**src/pqms_pkg.sv**
```systemverilog
// package for the priority queue min scan block: codes, default sizes and the
// command/status structs between controller and datapath; no dependencies
package pqms_pkg;

	localparam int QUEUE_DEPTH_DEF = 16;
	localparam int BURST_BITS_DEF  = 16;
	localparam int PRIO_BITS_DEF   = 8;

	typedef logic [1:0] cmd_t;
	typedef logic [1:0] status_t;

	localparam cmd_t CMD_ENQ  = 2'd0;
	localparam cmd_t CMD_DEQ  = 2'd1;
	localparam cmd_t CMD_PEEK = 2'd2;

	localparam status_t ST_DONE  = 2'd0;
	localparam status_t ST_EMPTY = 2'd1;
	localparam status_t ST_FULL  = 2'd2;

	// controller to datapath
	typedef struct packed {
		logic    accept;
		status_t stat;
		logic    enq_write;
		logic    scan_start;
		logic    scan_step;
		logic    shift_prep;
		logic    shift_step;
		logic    count_dec;
		logic    load_out;
	} dp_cmd_t;

	// datapath to controller
	typedef struct packed {
		logic empty;
		logic full;
		logic scan_last;
		logic need_shift;
		logic shift_last;
		logic out_free;
	} dp_stat_t;

endpackage

```
**src/pqms_req_if.sv**
```systemverilog
// request channel of the priority queue block: valid/ready plus command payload
// depends on pqms_pkg
interface pqms_req_if #(
	parameter int BURST_BITS = pqms_pkg::BURST_BITS_DEF,
	parameter int PRIO_BITS  = pqms_pkg::PRIO_BITS_DEF
);
	logic                  valid;
	logic                  ready;
	pqms_pkg::cmd_t        cmd;
	logic [BURST_BITS-1:0] burst_time;
	logic [PRIO_BITS-1:0]  priority_req;

	modport source (output valid, output cmd, output burst_time, output priority_req,
		input ready);
	modport sink (input valid, input cmd, input burst_time, input priority_req,
		output ready);
endinterface

```
**src/pqms_rsp_if.sv**
```systemverilog
// response channel of the priority queue block: valid/ready plus result payload
// depends on pqms_pkg
interface pqms_rsp_if #(
	parameter int BURST_BITS = pqms_pkg::BURST_BITS_DEF,
	parameter int PRIO_BITS  = pqms_pkg::PRIO_BITS_DEF,
	parameter int CNT_W      = $clog2(pqms_pkg::QUEUE_DEPTH_DEF + 1)
);
	logic                  valid;
	logic                  ready;
	pqms_pkg::status_t     status;
	logic [BURST_BITS-1:0] best_burst;
	logic [PRIO_BITS-1:0]  best_priority;
	logic [CNT_W-1:0]      entry_count;

	modport source (output valid, output status, output best_burst, output best_priority,
		output entry_count, input ready);
	modport sink (input valid, input status, input best_burst, input best_priority,
		input entry_count, output ready);
endinterface

```
**src/priority_queue_min_scan_core.sv**
```systemverilog
// top level of the priority queue min scan block: controller, datapath and
// channel wiring; depends on pqms_pkg, pqms_req_if, pqms_rsp_if, pqms_ctrl, pqms_datapath

// The block keeps up to QUEUE_DEPTH entries, each a burst time and a priority,
// in insertion order in a single-port-read ram. One request item is worked on at
// a time and yields exactly one response item. Enqueue and every rejected request
// (enqueue when full, peek or dequeue when empty, the unused command) go from
// accept straight to the result load. Peek first runs a scan that reads one entry
// per cycle through the ram read port. Dequeue adds a setup step after the scan
// and then closes the gap behind the removed entry by copying entries down one
// per cycle through the same port. A new request is taken as soon as the block is
// back at rest, even while the previous response still waits in the output
// register. The store needs no clearing pass after reset: only entries below the
// fill count are ever read.
module priority_queue_min_scan_core #(
	parameter int QUEUE_DEPTH = pqms_pkg::QUEUE_DEPTH_DEF,
	parameter int BURST_BITS  = pqms_pkg::BURST_BITS_DEF,
	parameter int PRIO_BITS   = pqms_pkg::PRIO_BITS_DEF
) (
	input logic       clk,
	input logic       arst_n,
	pqms_req_if.sink  req,
	pqms_rsp_if.source rsp
);
	import pqms_pkg::*;

	localparam int CNT_W = $clog2(QUEUE_DEPTH + 1);

	// control and status between the two halves
	dp_cmd_t  dp_cmd;
	dp_stat_t dp_stat;
	logic     ctrl_ready;

	// request side: ready only while the controller is at rest
	assign req.ready = ctrl_ready;

	pqms_ctrl u_ctrl (
		.clk      (clk),
		.arst_n   (arst_n),
		.in_valid (req.valid),
		.in_cmd   (req.cmd),
		.in_ready (ctrl_ready),
		.stat     (dp_stat),
		.cmd      (dp_cmd)
	);

	// datapath holds the store, the fill count and the response register
	pqms_datapath #(
		.QUEUE_DEPTH (QUEUE_DEPTH),
		.BURST_BITS  (BURST_BITS),
		.PRIO_BITS   (PRIO_BITS),
		.CNT_W       (CNT_W)
	) u_dp (
		.clk        (clk),
		.arst_n     (arst_n),
		.cmd        (dp_cmd),
		.stat       (dp_stat),
		.in_burst   (req.burst_time),
		.in_prio    (req.priority_req),
		.out_ready  (rsp.ready),
		.out_valid  (rsp.valid),
		.out_status (rsp.status),
		.out_burst  (rsp.best_burst),
		.out_prio   (rsp.best_priority),
		.out_count  (rsp.entry_count)
	);
endmodule

```
**src/pqms_ram.sv**
```systemverilog
// generic single write port, single read port ram with registered read data
// no dependencies
module pqms_ram #(
	parameter int WIDTH = 24,
	parameter int DEPTH = 16
) (
	input  logic                     clk,
	input  logic                     we,
	input  logic [$clog2(DEPTH)-1:0] waddr,
	input  logic [WIDTH-1:0]         wdata,
	input  logic [$clog2(DEPTH)-1:0] raddr,
	output logic [WIDTH-1:0]         rdata
);
	logic [WIDTH-1:0] mem_q [DEPTH];
	logic [WIDTH-1:0] rdata_q;

	always_ff @(posedge clk) begin
		if (we) begin
			mem_q[waddr] <= wdata;
		end
		rdata_q <= mem_q[raddr];
	end

	assign rdata = rdata_q;
endmodule

```
**src/pqms_ctrl.sv**
```systemverilog
// controller state machine of the priority queue: sequences accept, scan,
// shift and result load; depends on pqms_pkg
module pqms_ctrl (
	input  logic               clk,
	input  logic               arst_n,
	input  logic               in_valid,
	input  pqms_pkg::cmd_t     in_cmd,
	output logic               in_ready,
	input  pqms_pkg::dp_stat_t stat,
	output pqms_pkg::dp_cmd_t  cmd
);
	import pqms_pkg::*;

	localparam logic [2:0] S_IDLE   = 3'd0;
	localparam logic [2:0] S_SCAN   = 3'd1;
	localparam logic [2:0] S_PREP   = 3'd2;
	localparam logic [2:0] S_SHIFT  = 3'd3;
	localparam logic [2:0] S_FINISH = 3'd4;

	logic [2:0] state_q, state_d;
	logic       is_deq_q, is_deq_d;

	always_ff @(posedge clk or negedge arst_n) begin
		if (!arst_n) begin
			state_q  <= S_IDLE;
			is_deq_q <= 1'b0;
		end else begin
			state_q  <= state_d;
			is_deq_q <= is_deq_d;
		end
	end

	assign in_ready = (state_q == S_IDLE);

	always_comb begin
		state_d  = state_q;
		is_deq_d = is_deq_q;
		cmd      = '0;
		case (state_q)
			S_IDLE: begin
				if (in_valid) begin
					cmd.accept = 1'b1;
					cmd.stat   = ST_DONE;
					state_d    = S_FINISH;
					case (in_cmd)
						CMD_ENQ: begin
							if (stat.full) begin
								cmd.stat = ST_FULL;
							end else begin
								cmd.enq_write = 1'b1;
							end
						end
						CMD_DEQ, CMD_PEEK: begin
							if (stat.empty) begin
								cmd.stat = ST_EMPTY;
							end else begin
								cmd.scan_start = 1'b1;
								state_d        = S_SCAN;
							end
						end
						default: begin
						end
					endcase
					is_deq_d = (in_cmd == CMD_DEQ);
				end
			end
			S_SCAN: begin
				cmd.scan_step = 1'b1;
				if (stat.scan_last) begin
					state_d = is_deq_q ? S_PREP : S_FINISH;
				end
			end
			S_PREP: begin
				if (stat.need_shift) begin
					cmd.shift_prep = 1'b1;
					state_d        = S_SHIFT;
				end else begin
					cmd.count_dec = 1'b1;
					state_d       = S_FINISH;
				end
			end
			S_SHIFT: begin
				cmd.shift_step = 1'b1;
				if (stat.shift_last) begin
					cmd.count_dec = 1'b1;
					state_d       = S_FINISH;
				end
			end
			S_FINISH: begin
				if (stat.out_free) begin
					cmd.load_out = 1'b1;
					state_d      = S_IDLE;
				end
			end
			default: begin
				state_d = S_IDLE;
			end
		endcase
	end
endmodule

```
**src/pqms_datapath.sv**
```systemverilog
// datapath of the priority queue: entry ram, fill count, scan and shift
// indexes, best-entry register and output register; depends on pqms_pkg, pqms_ram
module pqms_datapath #(
	parameter int QUEUE_DEPTH = pqms_pkg::QUEUE_DEPTH_DEF,
	parameter int BURST_BITS  = pqms_pkg::BURST_BITS_DEF,
	parameter int PRIO_BITS   = pqms_pkg::PRIO_BITS_DEF,
	parameter int CNT_W       = $clog2(QUEUE_DEPTH + 1)
) (
	input  logic                  clk,
	input  logic                  arst_n,
	input  pqms_pkg::dp_cmd_t     cmd,
	output pqms_pkg::dp_stat_t    stat,
	input  logic [BURST_BITS-1:0] in_burst,
	input  logic [PRIO_BITS-1:0]  in_prio,
	input  logic                  out_ready,
	output logic                  out_valid,
	output pqms_pkg::status_t     out_status,
	output logic [BURST_BITS-1:0] out_burst,
	output logic [PRIO_BITS-1:0]  out_prio,
	output logic [CNT_W-1:0]      out_count
);
	import pqms_pkg::*;

	localparam int ADDR_W = $clog2(QUEUE_DEPTH);
	localparam int KEY_W  = PRIO_BITS + BURST_BITS;

	// entries are stored as {priority, burst} so one compare orders them
	logic [CNT_W-1:0]  count_q;
	logic [CNT_W-1:0]  rd_idx_q;
	logic [ADDR_W-1:0] cmp_idx_q;
	logic [ADDR_W-1:0] wr_idx_q;
	logic [ADDR_W-1:0] best_idx_q;
	logic [KEY_W-1:0]  best_key_q;
	status_t           stat_q;
	logic              has_best_q;

	logic              out_valid_q;
	status_t           out_status_q;
	logic [KEY_W-1:0]  out_key_q;
	logic [CNT_W-1:0]  out_count_q;

	logic              ram_we;
	logic [ADDR_W-1:0] ram_waddr;
	logic [KEY_W-1:0]  ram_wdata;
	logic [ADDR_W-1:0] ram_raddr;
	logic [KEY_W-1:0]  ram_rdata;
	logic [CNT_W-1:0]  best_next;

	assign best_next = CNT_W'(best_idx_q) + CNT_W'(1);

	assign ram_we    = cmd.enq_write | cmd.shift_step;
	assign ram_waddr = cmd.enq_write ? count_q[ADDR_W-1:0] : wr_idx_q;
	assign ram_wdata = cmd.enq_write ? {in_prio, in_burst} : ram_rdata;

	always_comb begin
		if (cmd.scan_start) begin
			ram_raddr = '0;
		end else if (cmd.shift_prep) begin
			ram_raddr = best_next[ADDR_W-1:0];
		end else begin
			ram_raddr = rd_idx_q[ADDR_W-1:0];
		end
	end

	pqms_ram #(
		.WIDTH (KEY_W),
		.DEPTH (QUEUE_DEPTH)
	) u_ram (
		.clk   (clk),
		.we    (ram_we),
		.waddr (ram_waddr),
		.wdata (ram_wdata),
		.raddr (ram_raddr),
		.rdata (ram_rdata)
	);

	assign stat.empty      = (count_q == '0);
	assign stat.full       = (count_q == CNT_W'(QUEUE_DEPTH));
	assign stat.scan_last  = (CNT_W'(cmp_idx_q) + CNT_W'(1) == count_q);
	assign stat.need_shift = (best_next < count_q);
	assign stat.shift_last = (CNT_W'(wr_idx_q) + CNT_W'(2) == count_q);
	assign stat.out_free   = !out_valid_q || out_ready;

	always_ff @(posedge clk or negedge arst_n) begin
		if (!arst_n) begin
			count_q     <= '0;
			out_valid_q <= 1'b0;
		end else begin
			if (cmd.enq_write) begin
				count_q <= count_q + CNT_W'(1);
			end else if (cmd.count_dec) begin
				count_q <= count_q - CNT_W'(1);
			end
			if (cmd.load_out) begin
				out_valid_q <= 1'b1;
			end else if (out_ready) begin
				out_valid_q <= 1'b0;
			end
		end
	end

	always_ff @(posedge clk) begin
		if (cmd.accept) begin
			stat_q     <= cmd.stat;
			has_best_q <= cmd.scan_start;
		end
		if (cmd.scan_start) begin
			rd_idx_q  <= CNT_W'(1);
			cmp_idx_q <= '0;
		end
		if (cmd.scan_step) begin
			// first entry seeds the best; later ones replace it only when strictly lower
			if (cmp_idx_q == '0 || ram_rdata < best_key_q) begin
				best_key_q <= ram_rdata;
				best_idx_q <= cmp_idx_q;
			end
			cmp_idx_q <= cmp_idx_q + ADDR_W'(1);
		end
		if (cmd.shift_prep) begin
			rd_idx_q <= best_next + CNT_W'(1);
			wr_idx_q <= best_idx_q;
		end
		if (cmd.shift_step) begin
			wr_idx_q <= wr_idx_q + ADDR_W'(1);
		end
		if ((cmd.scan_step || cmd.shift_step) && rd_idx_q < count_q) begin
			rd_idx_q <= rd_idx_q + CNT_W'(1);
		end
		if (cmd.load_out) begin
			out_status_q <= stat_q;
			out_key_q    <= has_best_q ? best_key_q : '0;
			out_count_q  <= count_q;
		end
	end

	assign out_valid  = out_valid_q;
	assign out_status = out_status_q;
	assign out_burst  = out_key_q[BURST_BITS-1:0];
	assign out_prio   = out_key_q[KEY_W-1:BURST_BITS];
	assign out_count  = out_count_q;
endmodule

```
**src/flat_wrapper.sv**
```systemverilog
// flat-port wrapper written by rule: the top's interface ports become plain ports
module priority_queue_min_scan_core_flat import pqms_pkg::*;
#(
	parameter int QUEUE_DEPTH = pqms_pkg::QUEUE_DEPTH_DEF,
	parameter int BURST_BITS  = pqms_pkg::BURST_BITS_DEF,
	parameter int PRIO_BITS   = pqms_pkg::PRIO_BITS_DEF
)
  (clk, arst_n, req_valid, req_cmd, req_burst_time, req_priority_req, req_ready, rsp_valid, rsp_status, rsp_best_burst, rsp_best_priority, rsp_entry_count, rsp_ready);
  pqms_req_if #(.BURST_BITS(BURST_BITS), .PRIO_BITS(PRIO_BITS)) req_i ();
  pqms_rsp_if #(.BURST_BITS(BURST_BITS), .PRIO_BITS(PRIO_BITS)) rsp_i ();
  input logic clk;
  input logic arst_n;
  input wire logic [$bits(req_i.valid)-1:0] req_valid;
  input wire logic [$bits(req_i.cmd)-1:0] req_cmd;
  input wire logic [$bits(req_i.burst_time)-1:0] req_burst_time;
  input wire logic [$bits(req_i.priority_req)-1:0] req_priority_req;
  output wire logic [$bits(req_i.ready)-1:0] req_ready;
  output wire logic [$bits(rsp_i.valid)-1:0] rsp_valid;
  output wire logic [$bits(rsp_i.status)-1:0] rsp_status;
  output wire logic [$bits(rsp_i.best_burst)-1:0] rsp_best_burst;
  output wire logic [$bits(rsp_i.best_priority)-1:0] rsp_best_priority;
  output wire logic [$bits(rsp_i.entry_count)-1:0] rsp_entry_count;
  input wire logic [$bits(rsp_i.ready)-1:0] rsp_ready;
  assign req_i.valid = req_valid;
  assign req_i.cmd = req_cmd;
  assign req_i.burst_time = req_burst_time;
  assign req_i.priority_req = req_priority_req;
  assign req_ready = req_i.ready;
  assign rsp_valid = rsp_i.valid;
  assign rsp_status = rsp_i.status;
  assign rsp_best_burst = rsp_i.best_burst;
  assign rsp_best_priority = rsp_i.best_priority;
  assign rsp_entry_count = rsp_i.entry_count;
  assign rsp_i.ready = rsp_ready;
  priority_queue_min_scan_core #(.QUEUE_DEPTH(QUEUE_DEPTH), .BURST_BITS(BURST_BITS), .PRIO_BITS(PRIO_BITS)) u_core (.clk(clk), .arst_n(arst_n), .req(req_i), .rsp(rsp_i));
endmodule
```
**config.mk**
```make
export PLATFORM = sky130hd
export DESIGN_NAME = priority_queue_min_scan_core_flat
export DESIGN_NICKNAME = d
export VERILOG_FILES = /design/src/pqms_pkg.sv /design/src/pqms_req_if.sv /design/src/pqms_rsp_if.sv /design/src/priority_queue_min_scan_core.sv /design/src/pqms_ram.sv /design/src/pqms_ctrl.sv /design/src/pqms_datapath.sv /design/src/flat_wrapper.sv
export SDC_FILE = /design/constraint.sdc
export NUM_CORES = 1
export LEC_CHECK = 0
export ABC_CLOCK_PERIOD_IN_PS = 11700
export BUFFER_PORTS_ARGS = -buffer_cell sky130_fd_sc_hd__clkbuf_2
export CAP_MARGIN = 0
export CORE_MARGIN = 1
export CORE_UTILIZATION = 40
export CTS_CLUSTER_SIZE = 10
export DETAILED_ROUTE_END_ITERATION = 10
export GPL_TIMING_DRIVEN = 0
export PLACE_DENSITY = 0.56
export SLEW_MARGIN = 25
export SYNTH_ARGS = -nofsm -noshare
export SYNTH_HDL_FRONTEND = slang
export SYNTH_HIERARCHICAL = 1
export SYNTH_SLANG_ARGS = --single-unit
```
**constraint.sdc**
```tcl
create_clock -name clk -period 11.7 [get_ports clk]
set_input_delay 2.34 -clock clk [delete_from_list [all_inputs] [get_ports clk]]
set_output_delay 2.34 -clock clk [all_outputs]
set_load 0.02 [all_outputs]
```
==> tab_implementation.tex <==
\begin{tabular}{lr}
\hline
Metric & Value \\
\hline
\multicolumn{2}{l}{\textbf{Outcome}} \\
\quad Result of the run & complete, no violations \\
\multicolumn{2}{l}{\textbf{Placement}} \\
\quad Routability cong. & 0.771 \\
\quad Worst slack at placement & 5250 ps \\
\quad Total instance count after detailed placement & 1,807 \\
\quad Estimated wirelength of the detail-placed design & 29,500 µm \\
\quad IO Port Bufs & 62 \\
\multicolumn{2}{l}{\textbf{STA}} \\
\quad Hold Violations, Final & 0 \\
\quad Post-route clock skew & 20.0 ps \\
\quad Fin worst setup slack & 5890 ps \\
\quad Slew at the pin closest to its max-slew limit & 1010 ps \\
\quad Shortest clock period the worst path allows after layout & 5810 ps \\
\quad Slew Viols, Final & 0 \\
\quad RSZ-0062 raised after global routing & no \\
\quad Setup TNS & 0 ps \\
\quad Slew headroom & 32.9\% \\
\quad F\_max & 172 MHz \\
\quad Final critical-path share of the clock period & 49.6\% \\
\quad Number of endpoints failing setup at the final stage & 0 \\
\quad Hold slack & 424 ps \\
\multicolumn{2}{l}{\textbf{Layout}} \\
\quad Final layout net count & 1,276 \\
\quad Combined flip-flop and latch cell area & 14,500 µm² \\
\quad Area of the multi-input gates & 5090 µm² \\
\quad Filler cells & 4,073 \\
\quad Non-filler instance count after layout & 1,907 \\
\quad Area grow syn2layout & 17.0\% \\
\quad Proportion of layout cells with a drive suffix above 1 & 27.8\% \\
\multicolumn{2}{l}{\textbf{Worst setup path}} \\
\quad Crit Path Class & in2reg \\
\quad WP data arrival & 6110 ps \\
\quad Source of the worst register-to-register timing path & u\_core/u\_dp/best\_idx\_q[0]\$\_DFFE\_PP\_ \\
\quad Critical path startpoint category & input pin \\
\quad Critical path buffer and inverter count & 4 \\
\quad Critical-path cell with the highest stage delay & sky130\_fd\_sc\_hd\_\_nor2\_1 \\
\quad Worst-path maximum fanout & 10 \\
\quad Worst R2R Setup Slack & 6780 ps \\
\quad Critical path required time & 12,000 ps \\
\quad Stage delay of the slowest cell on the critical path & 640 ps \\
\quad Total number of cells along the worst setup path & 10 \\
\quad Reg2Reg Depth & 19 \\
\quad Start point of the critical path & req\_valid \\
\quad Cell chain of the critical path & clkbuf\_2, nor4b\_4, nand2\_2, nor2\_1, buf\_2, mux2\_2, or3b\_2, nor3\_2, buf\_6, buf\_4 \\
\quad Kind of end point of the critical path & flip-flop \\
\quad Category of cells accounting for the largest share of critical-path delay & simple AND/OR/NAND/NOR gates \\
\multicolumn{2}{l}{\textbf{Power and ir drop}} \\
\quad Leakage & 7.96 nW \\
\quad Areal power density over the cells & 246 nW/µm² \\
\quad Post-layout power & 0.00572 W \\
\quad VDD IR max & 0.127 mV \\
\multicolumn{2}{l}{\textbf{Hold path}} \\
\quad Number of cells on the worst hold path & 0 \\
\quad Origin of the worst min-delay path & u\_core/u\_dp/stat\_q[1]\$\_DFFE\_PP\_ \\
\quad Worst hold-check path type & reg2reg \\
\multicolumn{2}{l}{\textbf{Global routing}} \\
\quad Global-route layer with the greatest usage & met2 \\
\quad Largest net degree at the start of global routing & 17 \\
\quad Initial antenna violation count & 0 \\
\quad Overflow left after global routing & 0 \\
\quad GR Util All Layers & 18.2\% \\
\quad Wire length of the first global-routing pass & 66,600 µm \\
\quad Met2 Use GR & 29.3\% \\
\quad Vias in the first global route & 10,281 \\
\quad Met1 routing resource usage after global routing & 25.2\% \\
\quad Global-route met3 utilization & 2.82\% \\
\multicolumn{2}{l}{\textbf{Routing}} \\
\quad Antenna Violating Nets Remaining & 0 \\
\quad DRC & 0 \\
\quad Final routed wirelength across all metal layers & 44,700 µm \\
\quad Iter 0 DRT Violations & 720 \\
\quad Detailed Routing Iterations Pass 1 & 5 \\
\quad Avg WL per Cell & 23.4 µm \\
\quad Number of vias in the routed layout & 9,985 \\
\quad Vias/cell & 5.24 \\
\multicolumn{2}{l}{\textbf{Clocking}} \\
\quad Clock tree from TritonCTS & done \\
\quad Clock slew at the register clock pins of the worst setup and hold paths & 60 ps \\
\quad Clk\_lat worst skew & 610 ps \\
\quad CTS Buffer Depth & 3 \\
\quad Hold-fix buffers at CTS & 0 \\
\quad Root buffer cell & sky130\_fd\_sc\_hd\_\_clkbuf\_16 \\
\quad CTS Sinks & 493 \\
\quad CTS-repair resized insts & 0 \\
\quad Inserted Clock Buffers & 56 \\
\quad CTS H-tree lvls & 2 \\
\quad Post-CTS Setup Repair Bufs & 0 \\
\multicolumn{2}{l}{\textbf{Yosys}} \\
\quad Fraction of synthesis flops using an asynchronous set or reset pin & 2.03\% \\
\quad Cell types with the highest counts after synthesis & 459 x sky130\_fd\_sc\_hd\_\_edfxtp\_1, 96 x sky130\_fd\_sc\_hd\_\_mux4\_2, 48 x sky130\_fd\_sc\_hd\_\_a22oi\_1 \\
\quad Count of distinct cell types in the synthesized netlist & 62 \\
\quad Main flop type after synthesis & sky130\_fd\_sc\_hd\_\_edfxtp\_1 \\
\quad Area leader, netlist & sky130\_fd\_sc\_hd\_\_edfxtp\_1 \\
\quad Post-synthesis net count & 1,126 \\
\quad Sequential-to-total area share from yosys stat & 73.0\% \\
\quad Synth top area cells & sky130\_fd\_sc\_hd\_\_edfxtp\_1 69\%, sky130\_fd\_sc\_hd\_\_mux4\_2 11\%, sky130\_fd\_sc\_hd\_\_ha\_1 2.8\%, sky130\_fd\_sc\_hd\_\_dfxtp\_1 2.4\%, sky130\_fd\_sc\_hd\_\_a22oi\_1 1.8\% \\
\quad YS warnings & 6 \\
\quad Post-synthesis sequential element count & 493 \\
\quad Mapped Cells & 1,051 \\
\quad Most instantiated library cell after synthesis & sky130\_fd\_sc\_hd\_\_edfxtp\_1 \\
\quad Area fraction of the dominant cell type after synthesis & 69.3\% \\
\quad Cell area after technology mapping & 19,900 µm² \\
\quad Number of enable flip-flop cells after synthesis & 459 \\
\quad Avg Inst Size Synth & 18.9 µm² \\
\multicolumn{2}{l}{\textbf{Floorplanning}} \\
\quad Area of the core region & 49,000 µm² \\
\quad Die width & 225 µm \\
\quad Die Area & 50,600 µm² \\
\quad \# rows & 81 \\
\quad Die height & 225 µm \\
\quad \# IOs & 63 \\
\quad Starting density of the core & 40.6\% \\
\multicolumn{2}{l}{\textbf{Run}} \\
\quad Max Cap Violations & 0 \\
\hline
\end{tabular}
logic make-up after synthesis:
logic type,after synthesis,share of synthesized area [%]
AND/OR/NAND/NOR,172,4.62
flip-flops,493,73.0
AO/OA/AOI/OAI,98,3.44
buffers and inverters,85,1.98
XOR/XNOR,24,1.06
multiplexers,134,13.0
adder cells (fa/ha/maj),45,2.87
per-layer routing:
metal | up-vias | wire length [µm]
met5 | - | 0
met4 | 0 | 1150
met3 | 69 | 2380
met2 | 273 | 21500
met1 | 5153 | 19700
li1 | 4490 | -
layout make-up:
class / instances / share of cell area [%]
antenna: 1 / 0.0108
buffer: 46 / 1.07
clock buffer: 94 / 6.81
clock inverter: 5 / 0.237
inverter: 39 / 0.630
multi-input combinational: 473 / 21.9
sequential: 493 / 62.4
tap: 664 / 3.57
timing repair buffer: 92 / 3.34
state kept, by name, indices dropped and copies added, names as in the netlist:
register / count
u_core/u_dp/wr_idx_q: 4
u_core/u_dp/u_ram/mem_q: 384
u_core/u_dp/best_key_q: 24
u_core/u_dp/out_key_q: 24
u_core/u_dp/stat_q: 2
u_core/u_dp/best_idx_q: 4
u_core/u_ctrl/is_deq_q: 1
u_core/u_dp/count_q: 5
u_core/u_dp/out_status: 2
u_core/u_dp/cmp_idx_q: 4
u_core/u_dp/has_best_q: 1
u_core/u_dp/rd_idx_q: 5
u_core/u_dp/out_valid: 1
u_core/u_ctrl/state_q: 3
u_core/u_dp/u_ram/rdata: 24
u_core/u_dp/out_count: 5
where the power goes:
group	switching (W)	leakage, nW	internal (W)
sequential	0.000152	4.50	0.00236
combinational	0.000978	2.67	0.000641
clock	0.000669	0.788	0.000915
worst reg2reg max path, delay by kind of cell, from the launching register on:
kind	cells	cell delay, ps
and+or+nand+nor	5	740
adders and majority gates	2	600
AOI/OAI and AO/OA	6	1480
DFF	1	340
buffers and inverters	6	1690
metrics by stage:
step | utilization, % | instance area, µm²
3_5_place_dp | 44.1 | 21600
4_1_cts | 47.5 | 23200
5_1_grt | 47.5 | 23200
2_1_floorplan | - | 19900
3_3_place_gp | 42.9 | 21000
6_report | 47.5 | 23200
worst paths after layout:
kind	end
worst min register to register	u_core/u_dp/out_status[1]$_DFFE_PP_
worst min-delay path	u_core/u_dp/out_status[1]$_DFFE_PP_
min in group asynchronous	u_core/u_ctrl/state_q[0]$_DFFE_PN0P_
worst max register to register	u_core/u_dp/u_ram/rdata[20]$_DFF_P_
max in group asynchronous	u_core/u_dp/count_q[1]$_DFFE_PN0P_
worst max-delay path	u_core/u_dp/u_ram/mem_q[0][14]$_DFFE_PP_
placed cells by master, fill, tap and decap left out, types with 4 or more instances in the layout:
cell type                   count
sky130_fd_sc_hd__a21o_1         4
sky130_fd_sc_hd__a21oi_1       18
sky130_fd_sc_hd__a22oi_1       48
sky130_fd_sc_hd__and2_1        27
sky130_fd_sc_hd__buf_12         4
sky130_fd_sc_hd__buf_16         9
sky130_fd_sc_hd__buf_2         14
sky130_fd_sc_hd__buf_4         17
sky130_fd_sc_hd__buf_6          9
sky130_fd_sc_hd__clkbuf_1      56
sky130_fd_sc_hd__clkbuf_16     56
sky130_fd_sc_hd__clkbuf_2      63
sky130_fd_sc_hd__clkbuf_8       4
sky130_fd_sc_hd__dfrtp_1       10
sky130_fd_sc_hd__dfxtp_1       24
sky130_fd_sc_hd__edfxtp_1     459
sky130_fd_sc_hd__ha_1          44
sky130_fd_sc_hd__inv_1         39
sky130_fd_sc_hd__mux2_2        31
sky130_fd_sc_hd__mux2i_1        6
sky130_fd_sc_hd__mux4_2        96
sky130_fd_sc_hd__nand2_1       42
sky130_fd_sc_hd__nand2b_1      10
sky130_fd_sc_hd__nand3_1       12
sky130_fd_sc_hd__nor2_1        25
sky130_fd_sc_hd__nor2_4        12
sky130_fd_sc_hd__nor2b_1        5
sky130_fd_sc_hd__nor3_1         5
sky130_fd_sc_hd__nor3_2         5
sky130_fd_sc_hd__o21ai_0        8
sky130_fd_sc_hd__or2_2          4
sky130_fd_sc_hd__xnor2_1       13
sky130_fd_sc_hd__xor2_1        11
(Power assumes the default switching activity.)
